File: config.mk
export PLATFORM = sky130hd
export DESIGN_NAME = wtwa_ring_mem
export DESIGN_NICKNAME = d
export VERILOG_FILES = /design/src/hw/rtl/windowed_time_weighted_average_unit_assert.svh /design/src/hw/rtl/wtwa_pkg.sv /design/src/hw/rtl/wtwa_ring_mem.sv
export SDC_FILE = /design/constraint.sdc
export NUM_CORES = 2
export LEC_CHECK = 0
export BUFFER_PORTS_ARGS = -buffer_cell sky130_fd_sc_hd__buf_2
export CORE_UTILIZATION = 47
export DETAILED_ROUTE_END_ITERATION = 16
export HOLD_SLACK_MARGIN = 0.02
export PLACE_DENSITY = 0.72
export REMOVE_ABC_BUFFERS = 1
export SLEW_MARGIN = 40
export SYNTH_ARGS = -nofsm -noshare
export SYNTH_HDL_FRONTEND = slang
export SYNTH_SLANG_ARGS = --single-unit
File: constraint.sdc
create_clock -name i_clk -period 5.4 [get_ports i_clk]
set_input_delay 1.08 -clock i_clk [delete_from_list [all_inputs] [get_ports i_clk]]
set_output_delay 1.08 -clock i_clk [all_outputs]
set_load 0.05 [all_outputs]
File: src/hw/rtl/windowed_time_weighted_average_unit_assert.svh
// ============================================================================
// windowed time-weighted average assertion macros
// clocked assertion helpers included by the top rtl file of the averaging unit
// ============================================================================
`ifndef WINDOWED_TIME_WEIGHTED_AVERAGE_UNIT_ASSERT_SVH
`define WINDOWED_TIME_WEIGHTED_AVERAGE_UNIT_ASSERT_SVH

`ifndef ASSERT_OFF
// property must hold at every edge out of reset
`define WTWA_ASSERT_ALWAYS(lbl, clk, rstn, expr) \
    lbl: assert property (@(posedge clk) disable iff (!(rstn)) (expr)) \
        else $error("wtwa invariant violated");
// consequent must hold in the cycle after the antecedent
`define WTWA_ASSERT_NEXT(lbl, clk, rstn, ante, cons) \
    lbl: assert property (@(posedge clk) disable iff (!(rstn)) (ante) |=> (cons)) \
        else $error("wtwa sequence violated");
`else
`define WTWA_ASSERT_ALWAYS(lbl, clk, rstn, expr)
`define WTWA_ASSERT_NEXT(lbl, clk, rstn, ante, cons)
`endif

`endif

File: src/hw/rtl/wtwa_pkg.sv
// ============================================================================
// wtwa_pkg
// shared widths, ring entry layout and divider request/response types
// ============================================================================
package wtwa_pkg;

    // default ring depth
    localparam int WTWA_DEPTH_DEF = 64;

    // field widths
    localparam int WTWA_TW = 32;
    localparam int WTWA_VW = 16;
    localparam int WTWA_WW = 16;

    // divider widths
    localparam int WTWA_DIV_NW = 80;
    localparam int WTWA_DIV_DW = 33;

    // configuration register indexes
    localparam logic CFG_WINDOW = 1'b0;
    localparam logic CFG_START  = 1'b1;

    // one ring entry
    typedef struct packed {
        logic [WTWA_TW-1:0]        tstamp;
        logic signed [WTWA_VW-1:0] value;
    } t_ring_entry;

    // divider request
    typedef struct packed {
        logic                   start;
        logic [WTWA_DIV_NW-1:0] dividend;
        logic [WTWA_DIV_DW-1:0] divisor;
    } t_div_req;

    // divider response
    typedef struct packed {
        logic                   busy;
        logic                   done;
        logic [WTWA_DIV_NW-1:0] quotient;
        logic [WTWA_DIV_DW-1:0] remainder;
    } t_div_rsp;

endpackage

File: src/hw/rtl/wtwa_ring_mem.sv
// ============================================================================
// wtwa_ring_mem
// sample ring storage, one write and one registered read port
// ============================================================================
module wtwa_ring_mem
    import wtwa_pkg::*;
#(
    parameter int RING_DEPTH = WTWA_DEPTH_DEF,
    parameter int IW         = $clog2(RING_DEPTH)
) (
    input  logic              i_clk,
    input  logic              i_wr_en,
    input  logic [IW-1:0]     i_wr_addr,
    input  t_ring_entry       i_wr_data,
    input  logic              i_rd_en,
    input  logic [IW-1:0]     i_rd_addr,
    output t_ring_entry       o_rd_data
);

    t_ring_entry r_mem [RING_DEPTH];
    t_ring_entry r_rd_data;

    // write port
    always_ff @(posedge i_clk) begin
        if (i_wr_en) begin
            r_mem[i_wr_addr] <= i_wr_data;
        end
    end

    // read port, registered; data appears in the cycle after a read enable
    always_ff @(posedge i_clk) begin
        if (i_rd_en) begin
            r_rd_data <= r_mem[i_rd_addr];
        end
    end

    assign o_rd_data = r_rd_data;

endmodule

== Word-level counts from Yosys, hierarchy flattened ==
Memories as Yosys holds them, arrays and structs flattened. A register that Yosys moved wholly into a read port is not among the register bits.
Index checks and enable logic that the tools add are counted.
Cells by class
  multiplexer cells: 2
Operator list (count)
  two-way mux 1 bit: 2
Storage, ports and cells
  register bits after elaboration: 0
  output and inout bits: 48
  memories: 1
  bits in writable memories: 3072
  input port bits: 63
  word-level logic and storage cells: 3
Memories
  r_mem: words 64, width 48, rd ports 1, clocked after memory_dff 1, wr ports 1, RTL line wtwa_ring_mem.sv:20  | t_ring_entry r_mem [RING_DEPTH];

== Longest topological paths before layout ==
  depth in word-level cells: 2
  gate-level depth with buffers: 9
  gate-level depth less buffers: 5

== Worst setup path after synthesis ==
Ideal clock, no wire load.
  path kind: in2reg
  start point: input i_wr_addr[3]
  end point: memory r_mem[48][0] (netlist name), enable pin
  arrival: 4852 ps
  setup slack: 35 ps
  library setup time: 513 ps
  stages: 4
  required time: 4887 ps
  cell sequence: clkbuf_1 nor2b_1 nand4b_1 nor3_1
RTL lines
  start, declared: RTL line wtwa_ring_mem.sv:13  | input logic [IW-1:0] i_wr_addr,
  end, declared: RTL line wtwa_ring_mem.sv:20
No word-level cell before the write port.

==> out/metrics.yaml <==
timing:
  grt_setup_unrepaired: "no"
  max_freq_mhz: 315
  maxSlewViolCount: 0
  final.min_clock_period_ns: 3.17
  finalSetupViolCount: 0
  worstMarginPinSlew_ns: 0.903
  setup_slack_ns: 2.23
  slew_headroom_pct: 39.8
  fin_skew_ns: 0.0529
  hold_violations: 0
  fin_crit_sh_pct: 58.7
  setup_tns_ns: 0
cells_and_area:
  area_delta_synth_final_pct: 13.7
  drive_gt1_share_pct: 29.0
  final_common_cell: "edfxtp_1"
  layout.cells.most_common_list: "edfxtp_1, mux4_2, clkbuf_16"
  num-fill-cells: 18100
  instances_no_fill: 8868
  nets: 5381
  fin_area_um2: 134000
die:
  ios: 111
  die_area_um2: 252000
  core_um2: 249000
  rows: 183
  start_util_pct: 47.3
  dieHeight_um: 502
  die_x_um: 502
global_route:
  grt_pass1_wl_um: 436000
  antenna_found_initial: 12
  gr-total-overflow: 0
  grt_pass1_vias: 57700
  grtUsageTotal_pct: 24.8
  grt_max_degree: 82
clock_network:
  cts_root_buffer: "clkbuf_16"
  cts_buffers: 313
  htreeDepth: 5
  numClockSinks: 3120
  cts_tree: "built"
  cts.repair.resized: 0
  path_clk_slew_ns: 0.06
  post-cts-setup-buffers: 0
  clock_path_buffers: 4
  clock_latency_ns: 0.96
  cts_hold_buf: 0
drt:
  ant_nets: 0
  drt-total-wl_um: 312000
  drt_iter0_drc: 8404
  route.detailed.drc: 0
  first_pass_iters: 6
  vias: 57900
  avgRoutedWirePerCell_um: 35.2
  viasPerCell: 6.53
worst_setup_path:
  required_ns: 6.06
  crit_path_end: "o_rd_data[34]"
  critPathMaxFanout: 24
  r2r-end: "o_rd_data[37]"
  regToRegSetupSlack_ns: 3.18
  reg2regPathDepth: 4
  critPathKind: "in2reg"
  reg2reg_from: "r_mem[10][37]"
  arrival_ns: 3.83
  endpoint_kind: "flop"
  crit_start: "i_rd_addr[4]"
  worstSetupStartpointType: "primary input"
synth:
  synth_area_um2: 118000
  synth-compound-area-share_pct: 3.01
  synth_fa_ha_area_share_pct: 0
  avgSynthCellArea_um2: 23.7
  synth-seq-cells: 3120
  yosys.area.top_type: "edfxtp_1"
  ys_seq_area_share_pct: 79.7
  synthTopCellsByArea: "edfxtp_1, mux4_2, o22ai_1"
  yosys.area_share.xor_xnor_pct: 0
  yosys-mux-area-fraction_pct: 15.1
  synth.distinct_cells: 35
  synth_top_family_by_area: "multiplexers"
  yosysWarnings: 0
  yosysTopAreaCellShare_pct: 79.7
  synth_simple_gate_area_share_pct: 0.953
  netlist_instances: 4970
power:
  pwr_density_cell_nw_per_um2: 377
  total_power_mw: 50.5
  ir_drop_mv: 0.224
  power_leakage_nw: 41.3
placement:
  dp_worst_setup_slack_ns: 1.26
  dp_cells: 8330
  hpwl_um: 166000
  io_buffers: 110
  placed_cell_area_um2: 124000
  place.gp.congestion: 0.809
run:
  maxCapViolations: 0
min_path:
  min-delay-start: "i_wr_data[23]"
  min_path_type: "in2reg"
status:
  outcome: "completed"
==> sequential cells by signal, indices dropped and copies added, names as in the netlist <==
name	count
r_mem	3072
o_rd_data	48
==> cells in the mapped netlist, drive strengths merged <==
master,n
edfxtp,3120
mux4,754
buf,183
nor2,132
o22ai,122
clkbuf,99
a221oi,83
a21oi,74
a22oi,72
mux2i,63
a22o,57
nand2,55
a211oi,32
o221ai,28
nor2b,24
mux2,12
a311oi,11
nand2b,10
nand3,7
a31o,5
nand3b,5
or3b,4
and2,3
nor3,3
or2,3
or3,3
nand4,2
a311o,1
a31oi,1
and3,1
nand4b,1
==> critical path, cell delays in order <==
cell      delay [ns]
buf_2           0.22
buf_4           0.69
nand2b_2        0.24
buf_4           0.56
o221ai_1        0.26
a21oi_1         0.27
nor2_1          0.08
a221oi_1        0.37
==> power by group <==
group	leakage [nW]	internal [mW]	switching (mW)	total [mW]
Clock	4.78	12.3	8.82	21.1
Sequential	28.1	26.9	0.0911	27.0
Combinational	8.41	0.856	1.56	2.41
==> area by class of cell <==
type	instances	area, um2	area share, %
diodes	4	10.0	0.00749
clock buffers	378	8250	6.17
repair buffers	315	3080	2.30
well taps	3330	4170	3.12
multi-input cells	1568	23000	17.2
flip-flops and latches	3120	93700	70.1
clock inverters	153	1540	1.15
==> cells by family after synthesis <==
logic type | after synthesis
DFF | 3120
muxes | 829
AOI/OAI and AO/OA | 486
buffers and inverters | 282
and+or+nand+nor | 253
==> worst min-delay path by stage <==
stage,depth (start not counted),to
finish,1,r_mem[45][23]
global route,1,r_mem[39][23]
CTS,1,r_mem[44][23]
detailed placement,5,o_rd_data[7]
global placement,5,o_rd_data[7]
floorplan,4,o_rd_data[36]
==> layer usage <==
layer	vias to the layer above	global-route usage [%]	wire (um)	part of all wire [%]
met4	6	9.32	12400	4.0
met5	-	0	38	0.012
met2	4170	38.9	148000	48
li1	22200	-	-	-
met3	630	6.17	38200	12
met1	30800	33.6	113000	36
==> through the flow <==
step	utilization (%)	hold slack (ns)
after floorplan	-	0.787
after global placement	49.7	0.902
after detailed placement	49.8	0.904
after CTS	53.7	0.554
after global routing	53.8	0.597
final	53.8	0.618
Power figures use the tool's default switching activity.
