## src/hw/rtl/windowed_time_weighted_average_unit_assert.svh

```systemverilog
// ============================================================================
// windowed time-weighted average assertion macros
// clocked assertion helpers included by the top rtl file of the averaging unit
// ============================================================================
`ifndef WINDOWED_TIME_WEIGHTED_AVERAGE_UNIT_ASSERT_SVH
`define WINDOWED_TIME_WEIGHTED_AVERAGE_UNIT_ASSERT_SVH

`ifndef ASSERT_OFF
// property must hold at every edge out of reset
`define WTWA_ASSERT_ALWAYS(lbl, clk, rstn, expr) \
    lbl: assert property (@(posedge clk) disable iff (!(rstn)) (expr)) \
        else $error("wtwa invariant violated");
// consequent must hold in the cycle after the antecedent
`define WTWA_ASSERT_NEXT(lbl, clk, rstn, ante, cons) \
    lbl: assert property (@(posedge clk) disable iff (!(rstn)) (ante) |=> (cons)) \
        else $error("wtwa sequence violated");
`else
`define WTWA_ASSERT_ALWAYS(lbl, clk, rstn, expr)
`define WTWA_ASSERT_NEXT(lbl, clk, rstn, ante, cons)
`endif

`endif

```

## src/hw/rtl/wtwa_pkg.sv

```systemverilog
// ============================================================================
// wtwa_pkg
// shared widths, ring entry layout and divider request/response types
// ============================================================================
package wtwa_pkg;

    // default ring depth
    localparam int WTWA_DEPTH_DEF = 64;

    // field widths
    localparam int WTWA_TW = 32;
    localparam int WTWA_VW = 16;
    localparam int WTWA_WW = 16;

    // divider widths
    localparam int WTWA_DIV_NW = 80;
    localparam int WTWA_DIV_DW = 33;

    // configuration register indexes
    localparam logic CFG_WINDOW = 1'b0;
    localparam logic CFG_START  = 1'b1;

    // one ring entry
    typedef struct packed {
        logic [WTWA_TW-1:0]        tstamp;
        logic signed [WTWA_VW-1:0] value;
    } t_ring_entry;

    // divider request
    typedef struct packed {
        logic                   start;
        logic [WTWA_DIV_NW-1:0] dividend;
        logic [WTWA_DIV_DW-1:0] divisor;
    } t_div_req;

    // divider response
    typedef struct packed {
        logic                   busy;
        logic                   done;
        logic [WTWA_DIV_NW-1:0] quotient;
        logic [WTWA_DIV_DW-1:0] remainder;
    } t_div_rsp;

endpackage

```

## src/hw/rtl/wtwa_div.sv

```systemverilog
// ============================================================================
// wtwa_div
// unsigned restoring divider, one quotient bit per cycle
// ============================================================================
module wtwa_div
    import wtwa_pkg::*;
(
    input  logic     i_clk,
    input  logic     i_rst_n,
    input  t_div_req i_req,
    output t_div_rsp o_rsp
);

    localparam int CNT_W = $clog2(WTWA_DIV_NW);
    localparam logic [CNT_W-1:0] LAST = CNT_W'(WTWA_DIV_NW - 1);

    logic                   r_busy;
    logic                   r_done;
    logic [CNT_W-1:0]       r_cnt;
    logic [WTWA_DIV_DW-1:0] r_rem;
    logic [WTWA_DIV_NW-1:0] r_quo;
    logic [WTWA_DIV_DW-1:0] r_dvs;

    logic [WTWA_DIV_DW:0]   rem_sh;
    logic [WTWA_DIV_DW:0]   rem_sub;
    logic [WTWA_DIV_DW-1:0] n_rem;
    logic [WTWA_DIV_NW-1:0] n_quo;

    // shift in one dividend bit and trial subtract
    always_comb begin
        rem_sh  = {r_rem, r_quo[WTWA_DIV_NW-1]};
        rem_sub = rem_sh - {1'b0, r_dvs};
        if (rem_sh >= {1'b0, r_dvs}) begin
            n_rem = rem_sub[WTWA_DIV_DW-1:0];
            n_quo = {r_quo[WTWA_DIV_NW-2:0], 1'b1};
        end else begin
            n_rem = rem_sh[WTWA_DIV_DW-1:0];
            n_quo = {r_quo[WTWA_DIV_NW-2:0], 1'b0};
        end
    end

    // control
    always_ff @(posedge i_clk) begin
        if (!i_rst_n) begin
            r_busy <= 1'b0;
            r_done <= 1'b0;
            r_cnt  <= '0;
        end else begin
            r_done <= 1'b0;
            if (i_req.start) begin
                r_busy <= 1'b1;
                r_cnt  <= '0;
            end else if (r_busy) begin
                r_cnt <= r_cnt + CNT_W'(1);
                if (r_cnt == LAST) begin
                    r_busy <= 1'b0;
                    r_done <= 1'b1;
                end
            end
        end
    end

    // datapath
    always_ff @(posedge i_clk) begin
        if (i_req.start) begin
            r_rem <= '0;
            r_quo <= i_req.dividend;
            r_dvs <= i_req.divisor;
        end else if (r_busy) begin
            r_rem <= n_rem;
            r_quo <= n_quo;
        end
    end

    assign o_rsp.busy      = r_busy;
    assign o_rsp.done      = r_done;
    assign o_rsp.quotient  = r_quo;
    assign o_rsp.remainder = r_rem;

endmodule

```

## config.mk

```make
export PLATFORM = sky130hd
export DESIGN_NAME = wtwa_div
export DESIGN_NICKNAME = d
export VERILOG_FILES = /design/src/hw/rtl/windowed_time_weighted_average_unit_assert.svh /design/src/hw/rtl/wtwa_pkg.sv /design/src/hw/rtl/wtwa_div.sv
export SDC_FILE = /design/constraint.sdc
export NUM_CORES = 1
export LEC_CHECK = 0
export BUFFER_PORTS_ARGS = -buffer_cell sky130_fd_sc_hd__buf_2
export CAP_MARGIN = 25
export CORE_UTILIZATION = 45
export CTS_CLUSTER_DIAMETER = 100
export CTS_CLUSTER_SIZE = 16
export DETAILED_ROUTE_END_ITERATION = 10
export PLACE_DENSITY = 0.75
export SETUP_SLACK_MARGIN = 0.05
export SYNTH_ARGS = -nofsm -noshare
export SYNTH_HDL_FRONTEND = slang
export SYNTH_SLANG_ARGS = --single-unit
```

## constraint.sdc

```tcl
create_clock -name i_clk -period 4 [get_ports i_clk]
set_input_delay 0.8 -clock i_clk [delete_from_list [all_inputs] [get_ports i_clk]]
set_output_delay 0.8 -clock i_clk [all_outputs]
set_load 0.005 [all_outputs]
```

Word-level counts from Yosys, hierarchy flattened:

Cells that the tools add are included.

* mux-type cells: 8
* equal/unequal tests: 1
* reductions and logical operators: 3
* $lt $le $gt $ge: 1
* bitwise gates (word level): 2
* add/subtract/negate cells: 2

Operator list (number)
* $mux 80: 2
* $ge 34x33->1: 1
* $mux 33: 1
* $sub 33x33->33: 1
* $add 7x1->7 const B: 1
* $eq 7x7->1 const B: 1
* $mux 1: 5
* $reduce_or 3->1: 1
* $not 1->1: 2
* $reduce_bool 2->1: 1
* $reduce_or 2->1: 1

* bits in registers: 155
* output and inout port bits: 115

Depth between registers and ports, before layout:

* word-level depth: 4
* gate-level depth with buffers: 14
* gate-level depth less buffers: 12

Worst setup path after synthesis:

No wires, ideal clock.

* path type: flip-flop to flip-flop
* start: register r_quo[79]
* end: register r_quo[0], data pin
* data required time: 3.740 ns
* stages on the path, launching flop included: 14
* buffers on the path: 2
* setup slack: 1.007 ns
* period minus slack after synthesis: 2.993 ns
* data arrival time: 2.734 ns
* cells stage by stage: edfxtp_1 -> inv_1 -> ha_1 -> inv_1 -> fa_1 -> a21o_1 -> a221oi_2 -> o21ai_2 -> o2111ai_2 -> nand2_2 -> a41o_4 -> buf_12 -> buf_8 -> mux2_2

* cells in the longest elaborated chain, start to end: 4

RTL lines
* start: declaration: line wtwa_div.sv:21 `logic [WTWA_DIV_NW-1:0] r_quo;`
* start signal: assignment: line wtwa_div.sv:67 `r_quo <= i_req.dividend;`
* start signal: assignment: line wtwa_div.sv:71 `r_quo <= n_quo;`
* $ge 34x33->1: line wtwa_div.sv:33 `if (rem_sh >= {1'b0, r_dvs}) begin`
* $mux 1: line wtwa_div.sv:33
* $mux 80: line wtwa_div.sv:69 `end else if (r_busy) begin`
* $mux 80: line wtwa_div.sv:65 `if (i_req.start) begin`

No other way between the ends. The select of a mux whose other input is x is not followed.
A chain may end at the register's enable or synchronous reset.

Worst setup path after layout:

* start: register r_quo[79]
* end: register r_rem[31]

* cells in the longest elaborated chain, start to end: 2
* elaborated cells on any way between the ends: 3
* classes of those cells: 1 x add/sub; 1 x order compare; 1 x mux

RTL lines
* $sub 33x33->33 / $ge 34x33->1 (equally long branches): line wtwa_div.sv:32, wtwa_div.sv:33
* $mux 33 *: line wtwa_div.sv:33
* end signal: assignment: line wtwa_div.sv:70 `r_rem <= n_rem;`
* end: declaration: line wtwa_div.sv:20 `logic [WTWA_DIV_DW-1:0] r_rem;`

Mark *: on every way between the ends. The rest lies on a longest branch, timed or not.

==> out/qor.csv <==
stage,metric,value,unit
outcome,outcome,finished clean,
logic_synthesis,multiplexer area fraction after synthesis,14.0,%
hold_path,Hold Path Class,reg2reg,
routing,DR vias,6504,
logic_synthesis,largest family of logic cells by synthesized area,multiplexers,
placement,placed cells,1145,
sta,fin crit share,79.5,%
placement,Final GP Congestion,0.880,
routing,final wirelength,20700,um
sta,Fmax achieved,315,MHz
grt,largest net degree at the start of global routing,76,
final_layout,area grow syn2layout,23.2,%
sta,sum of negative setup slack,0,ns
die,die width,138,um
clock_tree,htree depth,4,
placement,Port Buffers,230,
worst_setup_path,Critical Path RT,4.35,ns
logic_synthesis,Adder-Cell Fraction of Synth Area,5.37,%
sta,Clock Skews,0.0135,ns
die,die area,19000,um^2
routing,1st-pass router iterations,4,
logic_synthesis,Synth Area in XOR/XNOR,3.17,%
final_layout,nets,1086,
power_and_ir_drop,LEAKAGE,0.00435,uW
final_layout,Multi-input gate area,3700,um^2
worst_setup_path,CP Capture Type,flop,
logic_synthesis,Most used DFF post-synth,edfxtp_1,
clock_tree,"Reg clk slew, reported paths",0.06,ns
routing,drt via density,5.52,
die,die height,138,um
logic_synthesis,Synth Area in Simple Gates,9.63,%
clock_tree,TritonCTS clock tree,built,
worst_setup_path,worst reg-to-reg path cell count,12,
logic_synthesis,post-synth design cell area,8300,um^2
clock_tree,CTS sink cnt,155,
logic_synthesis,synthesized area per cell,11.6,um^2
routing,Routed Antenna Nets,0,
routing,WL/cell,17.6,um
logic_synthesis,Yosys cell types,68,
logic_synthesis,Synth area leader,edfxtp_1,
clock_tree,Root Buffer,clkbuf_16,
logic_synthesis,Post-synth top cells,"edfxtp_1, mux2_2, nor2_1, a21oi_1, inv_1",
logic_synthesis,compound-gate portion of the synthesized area,12.4,%
logic_synthesis,asr flop ratio synth,0,%
die,core area,18000,um^2
power_and_ir_drop,PD cells,457,nW/um^2
final_layout,fill count,1574,
clock_tree,post-CTS sizing,0,
clock_tree,Post-CTS Setup Bufs,0,
sta,endpoints failing setup,0,
logic_synthesis,synthesis-stage register bit count,155,
logic_synthesis,Synthesized Nets,868,
sta,post-layout min period,3.18,ns
logic_synthesis,post-synth top area share,40.9,%
grt,Tot GR Track Use,22.1,%
worst_setup_path,Critical Path AT,3.52,ns
routing,DRC viols,0,
logic_synthesis,top-count cell post-synth,edfxtp_1,
final_layout,share of post-route cells with drive strength above 1,38.4,%
die,IO Pins,231,
final_layout,Final Instance Count excl. Fillers,1178,
sta,RSZ-0062 raised after global routing,false,
clock_tree,"Clk Latency, worst-skew pair",0.43,ns
power_and_ir_drop,Max VDD drop,0.000312,V
logic_synthesis,post-synthesis cell count,717,
sta,final hold vios,0,
die,Placement Rows,49,
clock_tree,CTS max path bufs,2,
routing,drt first-iter violations,380,
worst_setup_path,CP max FO,13,
grt,first-pass GRT wire length,31500,um
logic_synthesis,Post-synth EDFFs,113,
worst_setup_path,CP Launch Type,flop,
final_layout,sequential cell area,4240,um^2
sta,Rel. slew slack,37.3,%
clock_tree,TritonCTS Buffers,17,
clock_tree,hold buffers post-CTS,0,
run,number of max-cap violations,0,
hold_path,hold path cells,2,
logic_synthesis,synth warn,0,
logic_synthesis,sequential cell area fraction in the yosys report,51.0,%
grt,vias in the first global route,6301,
sta,Worst-Margin Slew,0.941,ns
logic_synthesis,synth top area cells,"edfxtp_1, mux2_2, dfxtp_1",
placement,placed wire-length estimate,15200,um
die,Initial Util,46.1,%
worst_setup_path,critical path class,reg2reg,
grt,gr ovfl total,0,
sta,Slew Limit Fails,0,
grt,initial antenna violation count,3,
==> metrics by stage <==
step | hold WS (ns) | utilization (%) | setup WS (ns) | power [uW] | instance area (um^2)
2_1_floorplan | 0.458 | - | 1.01 | 2640 | 8300
3_3_place_gp | 0.470 | 53.2 | 0.949 | 2950 | 9600
3_5_place_dp | 0.484 | 53.2 | 0.880 | 2960 | 9600
4_1_cts | 0.493 | 56.7 | 0.858 | 4710 | 10200
5_1_grt | 0.513 | 56.7 | 0.631 | 4890 | 10200
6_report | 0.488 | 56.8 | 0.821 | 4670 | 10200
==> registers in the layout, summed over array words and instances, names as in the netlist <==
| signal | flops |
|---|---|
| r_done | 1 |
| r_rem | 33 |
| r_dvs | 33 |
| r_cnt | 7 |
| r_busy | 1 |
| r_quo | 80 |
==> critical path, cell delays in order (launching register included) <==
cell and delay [ns]:
edfxtp_1 0.40, inv_1 0.08, ha_1 0.16, inv_1 0.05, fa_1 0.40, a21o_1 0.21, a221oi_2 0.36, o21ai_2 0.09
o2111ai_2 0.20, nand2_2 0.12, a41oi_2 0.58, nand2_1 0.16, a311oi_2 0.27
==> cells by family after synthesis <==
logic type	count (synthesis)
XOR/XNOR	30
adder cells (fa/ha/maj)	35
multiplexers	106
AND/OR/NAND/NOR	163
buffers and inverters	80
AO/OA/AOI/OAI	148
flip-flops	155
==> path summary, 6_finish.rpt <==
path,startpoint,endpoint,slack [ns]
max,r_quo[79]$_DFFE_PP_,r_rem[31]$_SDFFE_PP0P_,0.82
min reg2reg,r_cnt[6]$_SDFFE_PP0P_,r_cnt[6]$_SDFFE_PP0P_,0.49
max reg2reg,r_quo[79]$_DFFE_PP_,r_rem[31]$_SDFFE_PP0P_,0.82
min,r_cnt[6]$_SDFFE_PP0P_,r_cnt[6]$_SDFFE_PP0P_,0.49
==> layout make-up <==
cell class              count  share of cell area [%]
clock inverters            14                    1.98
inverters                  43                    1.58
flip-flops and latches    155                    41.4
diodes                      2                  0.0489
clock buffers              17                    4.16
well taps                 229                    2.80
repair buffers            236                    11.9
multi-input cells         482                    36.2
==> report_power, final <==
group          total [uW]  leakage [uW]  internal [uW]  switching, uW
clock network        1740      0.000305           1010            730
registers            2000       0.00147           1900            107
logic                 930       0.00257            428            501
total                4670       0.00435           3340           1340
==> metal layers <==
layer / routed length, um / share of wire, % / vias up / GRT usage (%)
li1: - / - / 3107 / -
met1: 8470 / 41 / 3151 / 25.9
met2: 10400 / 50 / 224 / 37.9
met3: 1530 / 7.4 / 20 / 7.73
met4: 308 / 1.5 / 2 / 6.82
met5: 13 / 0.063 / - / 0
==> placed cells by master (no fill, tap or decap), types with 7 or more instances in the layout <==
cell type	instances
clkbuf_16	17
inv_1	43
xor2_1	17
a21o_1	12
nor2_1	53
mux2i_1	25
a211oi_1	26
dfxtp_1	41
ha_1	34
buf_2	229
nand4_1	7
nand3_1	14
a21oi_1	45
nand2b_1	11
nand2_1	39
o21ai_0	20
mux2_2	81
or3_1	7
edfxtp_1	113
xnor2_1	13
Power figures use the tool's default switching activity.
